[config.mk]
export PLATFORM = sky130hd
export DESIGN_NAME = array_list_insert_delete
export DESIGN_NICKNAME = d
export VERILOG_FILES = /design/src/rtl/alid_pkg.sv /design/src/rtl/alid_cell.sv /design/src/rtl/array_list_insert_delete.sv
export SDC_FILE = /design/constraint.sdc
export NUM_CORES = 2
export LEC_CHECK = 0
export BUFFER_PORTS_ARGS = -buffer_cell sky130_fd_sc_hd__buf_2
export CORE_UTILIZATION = 52
export CTS_BUF_LIST = sky130_fd_sc_hd__clkbuf_8
export DETAILED_ROUTE_END_ITERATION = 8
export PLACE_DENSITY = 0.73
export RECOVER_POWER = 50
export SYNTH_ARGS = -nofsm -noshare
export SYNTH_HDL_FRONTEND = slang
export SYNTH_SLANG_ARGS = --single-unit
[constraint.sdc]
create_clock -name clk -period 7.8 [get_ports clk]
set_input_delay 0.78 -clock clk [delete_from_list [all_inputs] [get_ports clk]]
set_output_delay 0.78 -clock clk [all_outputs]
set_load 0.02 [all_outputs]
[src/rtl/alid_pkg.sv]
// ----------------------------------------------------------------------------
// alid_pkg: shared definitions for the ordered list block
// Sizes, operation and status codes, cell control type and the sequencer
// states used by the list cells and the top level.
// ----------------------------------------------------------------------------
package alid_pkg;

  // Storage size and derived widths.
  localparam int DEPTH = 16;
  localparam int IDX_W = (DEPTH > 1) ? $clog2(DEPTH) : 1;
  localparam int CNT_W = $clog2(DEPTH + 1);

  // Fixed field widths of the stream words.
  localparam int FUNC_W   = 3;
  localparam int POS_W    = 4;
  localparam int VAL_W    = 32;
  localparam int STATUS_W = 3;
  localparam int SLOT_W   = 4;
  localparam int FILL_W   = 5;

  localparam int IN_FIELDS_W  = FUNC_W + POS_W + VAL_W;
  localparam int IN_DATA_W    = ((IN_FIELDS_W + 7) / 8) * 8;
  localparam int OUT_FIELDS_W = STATUS_W + VAL_W + SLOT_W + FILL_W;
  localparam int OUT_DATA_W   = ((OUT_FIELDS_W + 7) / 8) * 8;

  // Operation codes.
  typedef enum logic [FUNC_W-1:0] {
    FN_APPEND = 3'd0,
    FN_INSERT = 3'd1,
    FN_UPDATE = 3'd2,
    FN_DELETE = 3'd3,
    FN_READ   = 3'd4
  } func_e_t;

  // Result status codes.
  typedef enum logic [STATUS_W-1:0] {
    ST_OK       = 3'd0,
    ST_FULL     = 3'd1,
    ST_NOTFOUND = 3'd2,
    ST_BADIDX   = 3'd3,
    ST_EMPTY    = 3'd4
  } status_e_t;

  // What a cell does with its entry.
  typedef enum logic [1:0] {
    C_HOLD = 2'd0,
    C_LOAD = 2'd1,
    C_SHUP = 2'd2,
    C_DEL  = 2'd3
  } cell_op_e_t;

  // Control word driven into each cell.
  typedef struct packed {
    cell_op_e_t               op;
    logic                     valid;
    logic signed [VAL_W-1:0]  key;
  } cell_ctl_t;

  // Sequencer states.
  typedef enum logic {
    S_IDLE = 1'b0,
    S_EXEC = 1'b1
  } state_e_t;

endpackage

[src/rtl/alid_cell.sv]
// ----------------------------------------------------------------------------
// alid_cell: one list entry
// Holds one entry, compares it against the key and, on command, loads the
// key or takes the entry of the neighbor below or above.
// ----------------------------------------------------------------------------
module alid_cell (
  input  logic                                   clk,
  input  alid_pkg::cell_ctl_t                    ctl,
  input  logic                                   hit_in,
  input  logic signed [alid_pkg::VAL_W-1:0]      below_d,
  input  logic signed [alid_pkg::VAL_W-1:0]      above_d,
  output logic signed [alid_pkg::VAL_W-1:0]      d,
  output logic                                   hit_out
);

  logic signed [alid_pkg::VAL_W-1:0] d_r;
  logic signed [alid_pkg::VAL_W-1:0] d_nxt;

  // A match in this cell or any cell below it marks this cell and all
  // cells above as part of the closing gap.
  assign hit_out = hit_in | (ctl.valid & (d_r == ctl.key));
  assign d       = d_r;

  // Next entry value.
  always_comb begin
    d_nxt = d_r;
    case (ctl.op)
      alid_pkg::C_HOLD: d_nxt = d_r;
      alid_pkg::C_LOAD: d_nxt = ctl.key;
      alid_pkg::C_SHUP: d_nxt = below_d;
      alid_pkg::C_DEL: begin
        if (hit_out) begin
          d_nxt = above_d;
        end
      end
      default: d_nxt = d_r;
    endcase
  end

  // Entry storage carries no reset.
  always_ff @(posedge clk) begin
    d_r <= d_nxt;
  end

endmodule

[src/rtl/array_list_insert_delete.sv]
// Ordered list of signed 32-bit entries held in a row of cells.
// A result word is built in the execute state from the captured input word and
// presented from the single output register, which emits one read-out
// entry per cycle while free; no input word is taken until the last one is done.
// Reset (rst_n low, synchronous) empties the list; entry contents are not cleared.
// ----------------------------------------------------------------------------
// array_list_insert_delete: top level of the ordered list block
// A sequencer decodes each input word into per-cell commands for a chain of
// list cells and builds the result words in an output register.
// ----------------------------------------------------------------------------
module array_list_insert_delete (
  input  logic                                clk,
  input  logic                                rst_n,
  input  logic                                in_tvalid,
  output logic                                in_tready,
  // func [2:0], position [6:3], item_value [38:7], zero pad [39]
  input  logic [alid_pkg::IN_DATA_W-1:0]      in_tdata,
  output logic                                out_tvalid,
  input  logic                                out_tready,
  // status [2:0], element [34:3], slot [38:35], fill_count [43:39], zero pad [47:44]
  output logic [alid_pkg::OUT_DATA_W-1:0]     out_tdata,
  output logic                                out_tlast
);

  localparam int DEPTH = alid_pkg::DEPTH;
  localparam int IDX_W = alid_pkg::IDX_W;
  localparam int CNT_W = alid_pkg::CNT_W;
  localparam int VAL_W = alid_pkg::VAL_W;

  // Control state.
  alid_pkg::state_e_t state_r, state_nxt;
  logic [CNT_W-1:0]   count_r, count_nxt;
  logic [IDX_W-1:0]   rd_idx_r, rd_idx_nxt;

  // Captured input word.
  alid_pkg::func_e_t               func_r;
  logic [alid_pkg::POS_W-1:0]      pos_r;
  logic signed [VAL_W-1:0]         val_r;

  // Output register.
  logic                            out_valid_r, out_valid_nxt;
  logic [alid_pkg::OUT_DATA_W-1:0] out_data_r, out_data_nxt;
  logic                            out_last_r, out_last_nxt;

  // Cell chain signals.
  alid_pkg::cell_ctl_t             ctl [DEPTH];
  logic signed [VAL_W-1:0]         cell_d [DEPTH];
  logic [DEPTH-1:0]                hit;

  logic                            in_fire;
  logic                            out_free;
  logic                            full;
  logic                            found;
  logic [IDX_W-1:0]                at_idx;

  // Result fields assembled in the execute cycle.
  alid_pkg::status_e_t             r_status;
  logic signed [VAL_W-1:0]         r_elem;
  logic [IDX_W-1:0]                r_slot;
  logic [CNT_W-1:0]                r_fill;
  logic                            r_last;
  logic                            r_emit;

  assign in_tready  = (state_r == alid_pkg::S_IDLE);
  assign in_fire    = in_tvalid & in_tready;
  assign out_free   = ~out_valid_r | out_tready;
  assign full       = (count_r == CNT_W'(DEPTH));
  assign found      = hit[DEPTH-1];
  assign out_tvalid = out_valid_r;
  assign out_tdata  = out_data_r;
  assign out_tlast  = out_last_r;

  // Chain of cells: each sees its lower and upper neighbor.
  for (genvar g = 0; g < DEPTH; g++) begin : g_cell
    logic signed [VAL_W-1:0] below_w;
    logic signed [VAL_W-1:0] above_w;
    logic                    hit_in_w;

    if (g == 0) begin : g_first
      assign below_w  = val_r;
      assign hit_in_w = 1'b0;
    end else begin : g_mid
      assign below_w  = cell_d[g-1];
      assign hit_in_w = hit[g-1];
    end

    if (g == DEPTH - 1) begin : g_top
      assign above_w = '0;
    end else begin : g_below_top
      assign above_w = cell_d[g+1];
    end

    alid_cell u_cell (
      .clk     (clk),
      .ctl     (ctl[g]),
      .hit_in  (hit_in_w),
      .below_d (below_w),
      .above_d (above_w),
      .d       (cell_d[g]),
      .hit_out (hit[g])
    );
  end

  // Index of the first matching valid entry.
  always_comb begin
    at_idx = '0;
    for (int i = DEPTH - 1; i >= 0; i--) begin
      if (hit[i]) begin
        at_idx = IDX_W'(i);
      end
    end
  end

  // Sequencer: decode the captured word, command the cells and build results.
  always_comb begin
    state_nxt  = state_r;
    count_nxt  = count_r;
    rd_idx_nxt = rd_idx_r;
    r_status   = alid_pkg::ST_OK;
    r_elem     = '0;
    r_slot     = '0;
    r_fill     = count_r;
    r_last     = 1'b1;
    r_emit     = 1'b0;

    for (int i = 0; i < DEPTH; i++) begin
      ctl[i].op    = alid_pkg::C_HOLD;
      ctl[i].valid = (i < int'(count_r));
      ctl[i].key   = val_r;
    end

    case (state_r)
      alid_pkg::S_IDLE: begin
        rd_idx_nxt = '0;
        if (in_fire) begin
          state_nxt = alid_pkg::S_EXEC;
        end
      end
      alid_pkg::S_EXEC: begin
        if (out_free) begin
          case (func_r)
            alid_pkg::FN_APPEND: begin
              r_emit    = 1'b1;
              state_nxt = alid_pkg::S_IDLE;
              if (full) begin
                r_status = alid_pkg::ST_FULL;
              end else begin
                for (int i = 0; i < DEPTH; i++) begin
                  if (i == int'(count_r)) begin
                    ctl[i].op = alid_pkg::C_LOAD;
                  end
                end
                r_slot    = IDX_W'(count_r);
                count_nxt = count_r + CNT_W'(1);
                r_fill    = count_nxt;
              end
            end
            alid_pkg::FN_INSERT: begin
              r_emit    = 1'b1;
              state_nxt = alid_pkg::S_IDLE;
              if (full) begin
                r_status = alid_pkg::ST_FULL;
              end else begin
                for (int i = 0; i < DEPTH; i++) begin
                  ctl[i].op = alid_pkg::C_SHUP;
                end
                count_nxt = count_r + CNT_W'(1);
                r_fill    = count_nxt;
              end
            end
            alid_pkg::FN_UPDATE: begin
              r_emit    = 1'b1;
              state_nxt = alid_pkg::S_IDLE;
              if (int'(pos_r) >= int'(count_r)) begin
                r_status = alid_pkg::ST_BADIDX;
              end else begin
                for (int i = 0; i < DEPTH; i++) begin
                  if (i == int'(pos_r)) begin
                    ctl[i].op = alid_pkg::C_LOAD;
                  end
                end
                r_slot = IDX_W'(pos_r);
              end
            end
            alid_pkg::FN_DELETE: begin
              r_emit    = 1'b1;
              state_nxt = alid_pkg::S_IDLE;
              if (!found) begin
                r_status = alid_pkg::ST_NOTFOUND;
              end else begin
                for (int i = 0; i < DEPTH; i++) begin
                  ctl[i].op = alid_pkg::C_DEL;
                end
                r_slot    = at_idx;
                count_nxt = count_r - CNT_W'(1);
                r_fill    = count_nxt;
              end
            end
            alid_pkg::FN_READ: begin
              r_emit = 1'b1;
              if (count_r == '0) begin
                r_status  = alid_pkg::ST_EMPTY;
                state_nxt = alid_pkg::S_IDLE;
              end else begin
                r_elem     = cell_d[rd_idx_r];
                r_slot     = rd_idx_r;
                r_last     = ((CNT_W'(rd_idx_r) + CNT_W'(1)) == count_r);
                rd_idx_nxt = rd_idx_r + IDX_W'(1);
                if (r_last) begin
                  state_nxt = alid_pkg::S_IDLE;
                end
              end
            end
            default: begin
              // Unused codes produce nothing.
              state_nxt = alid_pkg::S_IDLE;
            end
          endcase
        end
      end
      default: state_nxt = alid_pkg::S_IDLE;
    endcase
  end

  // Output register: loads a new word when free, drops it once taken.
  always_comb begin
    out_valid_nxt = out_valid_r;
    out_data_nxt  = out_data_r;
    out_last_nxt  = out_last_r;
    if (out_valid_r && out_tready) begin
      out_valid_nxt = 1'b0;
    end
    if (r_emit) begin
      out_valid_nxt = 1'b1;
      out_last_nxt  = r_last;
      out_data_nxt  = alid_pkg::OUT_DATA_W'({
                        alid_pkg::FILL_W'(r_fill),
                        alid_pkg::SLOT_W'(r_slot),
                        r_elem,
                        r_status});
    end
  end

  // Control registers.
  always_ff @(posedge clk) begin
    if (!rst_n) begin
      state_r     <= alid_pkg::S_IDLE;
      count_r     <= '0;
      rd_idx_r    <= '0;
      out_valid_r <= 1'b0;
    end else begin
      state_r     <= state_nxt;
      count_r     <= count_nxt;
      rd_idx_r    <= rd_idx_nxt;
      out_valid_r <= out_valid_nxt;
    end
  end

  // Payload registers.
  always_ff @(posedge clk) begin
    out_data_r <= out_data_nxt;
    out_last_r <= out_last_nxt;
    if (in_fire) begin
      func_r <= alid_pkg::func_e_t'(in_tdata[alid_pkg::FUNC_W-1:0]);
      pos_r  <= in_tdata[alid_pkg::FUNC_W +: alid_pkg::POS_W];
      val_r  <= in_tdata[alid_pkg::FUNC_W + alid_pkg::POS_W +: VAL_W];
    end
  end

endmodule

==> out/qor.yml <==
finalMaxSlewViolations: 931
p_seq_frac: 0.497
fin_skew_ns: 0.0308
timing.rr.start: "g_cell[0].below_w[3]$_DFFE_PP_"
numCtsBuffers: 110
syn-instance-count: 2949
post_cts_resized: 0
synthesis.area_mm2: 0.0380
multi_input_area_mm2: 0.0183
start_util: 0.528
path_buf_inv: 1
rows: 98
ctsHoldBuffers: 0
num_vias: 30800
viasPerCell: 7.76
antenna_found_initial: 6
powerDensity_mw_per_mm2: 186
seq_area_mm2: 0.0181
fin_area_mm2: 0.0406
synth_top_area_share: 0.472
route.detailed.drc: 0
cts_tree: "yes"
clk_pin_slew_ns: 0.06
hold_path.class: "in -> reg"
yosysMostFrequentCell: "edfxtp_1"
slew_headroom: -1.39
routedWlPerCell_um: 39.8
synthTopCellsByCount: "edfxtp_1 (596), a221o_1 (448), xnor2_1 (394)"
min_period_ns: 7.28
cts.sinks: 607
syn_area_per_cell_um2: 12.9
yosysSeqAreaShare: 0.477
track_usage: 0.422
required_ns: 8.29
worstSetupPathType: "reg -> reg"
clockPowerShare: 0.375
pre_cts_slack_ns: 1.70
stdcell_count: 3976
grt_pass1_wl_um: 220000
grt_pass1_vias: 28700
cpMostUsedCell: "nand4_1"
drt.antenna.violating_nets: 0
drt-pass1-iter-count: 6
syn_to_final_growth_pct: 7.03
first_iter_violations: 5824
ys_ff_latch: 607
endpoint_kind: "flop"
power_switching_mw: 2.13
setup_viol: 0
grt_overflow: 0
timing.final.ws_setup_ns: 0.523
slowest_delay_ns: 2.63
yosysUniqueCellTypes: 67
die_y_um: 272
synth_top_area_cell: "edfxtp_1"
ys.warnings.count: 0
p_leak_nw: 12.4
dp_cells: 3784
rsz0062_at_grt: "false"
dp_hpwl_um: 115000
tightest_slew_ns: 3.58
internal_power_mw: 5.42
period_share: 0.933
ys.flop_type: "edfxtp_1"
start_kind: "flop"
die_w_um: 272
p_total_mw: 7.54
drv_cap: 33
crit_start: "g_cell[0].below_w[3]$_DFFE_PP_"
pin_count: 95
worstPathMaxFanout: 175
violations: "max-capacitance violations, max-slew violations"
design.core.area_mm2: 0.0719
cp_top_family: "buffers and inverters"
wirelength_um: 158000
cts_setup_buffers: 0
synthArstFlopShare: 0
hold_violations: 0
peakVddDrop_v: 0.000121
synth_area_leaders: "edfxtp_1 (47%), a221o_1 (12%), xnor2_1 (9.1%), mux4_2 (7.6%), nand4_1 (2.9%)"
clock_insertion_delay_worst_skew_ns: 0.77
cts_max_level: 3
max_freq_mhz: 137
nets: 3002
critPathArrivalTime_ns: 7.76
gp_congestion: 1.02
placed_area_mm2: 0.0391
crit_chain: "xnor2_1 -> nand4_1 -> nor4_1 -> nand4_1 -> nand4_1 -> nor4_1 -> a211oi_1 -> buf_2 -> mux2_2"
synth_edf_count: 596
p_sw_frac: 0.282
min_from: "in_tdata[38]"
tns_ns: 0
drive_gt1_frac: 0.147
status: "complete, but fails checks"
port_buffers: 89
combPwrFrac: 0.128
cts_root_buf: "clkbuf_8"
design.die.area_mm2: 0.0741
fill_cells: 5980
grt_max_degree: 219
clock_path_buffers: 3
critPathSlowestCell: "buf_2"
-- cells in the final DEF, fill, tap and decap left out, drive strengths merged, types with 75 or more instances in the layout --
cell type,instances
nand4,175
nor4,75
mux4,128
a221o,448
nand2,122
xor2,125
clkbuf,171
edfxtp,596
a211oi,77
xnor2,394
buf,112
-- metal layers --
metal,part of all wire,track usage,vias up
li1,-,-,12200
met1,0.34,0.533,15300
met2,0.43,0.606,2865
met3,0.14,0.121,544
met4,0.097,0.336,2
met5,0.00010,0,-
-- power groups by stage --
stage          registers, mW  clock network [mW]  logic [mW]
2_1_floorplan           3.78                   0       0.625
3_3_place_gp            3.81                   0       0.908
3_5_place_dp            3.81                   0       0.928
4_1_cts                 3.74                2.82       0.934
5_1_grt                 3.75                2.95       0.985
6_report                3.75                2.83       0.966
-- final timing paths --
| path | slack, ns | to | depth (start not counted) |
|---|---|---|---|
| setup reg to reg | 0.52 | g_cell[0].u_cell.d[10]$_DFFE_PP_ | 9 |
| hold reg to reg | 0.63 | rd_idx_r[1]$_SDFFE_PN0P_ | 2 |
| setup / recovery | 0.52 | g_cell[0].u_cell.d[10]$_DFFE_PP_ | 9 |
| hold / removal | 0.20 | g_cell[0].below_w[31]$_DFFE_PP_ | 1 |
-- flip-flops by register name, summed over array words and instances (netlist names) --
signal,cells
count_r,5
func_r,3
g_cell.below_w,32
g_cell.u_cell.d,512
out_tdata,44
out_tlast,1
out_tvalid,1
pos_r,4
rd_idx_r,4
state_r,1
-- through the flow --
stage          hold WS (ns)   util
6_report              0.198  0.565
5_1_grt               0.186  0.565
4_1_cts               0.193  0.571
3_5_place_dp          0.613  0.544
3_3_place_gp          0.593  0.544
2_1_floorplan         0.522      -
-- logic make-up after synthesis --
family,synth area share
AOI/OAI and AO/OA,0.171
and+or+nand+nor,0.0929
DFF,0.477
xor gates and xnor gates,0.120
buffers and inverters,0.0399
muxes,0.0952
adders and majority gates,0.00396
other,0.0000988
-- area by class of cell --
class | count | share of cell area
diodes | 3 | 0.000185
inverters | 15 | 0.00139
flip-flops and latches | 607 | 0.446
clock buffers | 114 | 0.0386
multi-input cells | 2043 | 0.451
well taps | 950 | 0.0293
clock inverters | 75 | 0.00887
repair buffers | 169 | 0.0247
Note: power is estimated with default switching activity, not from simulation.
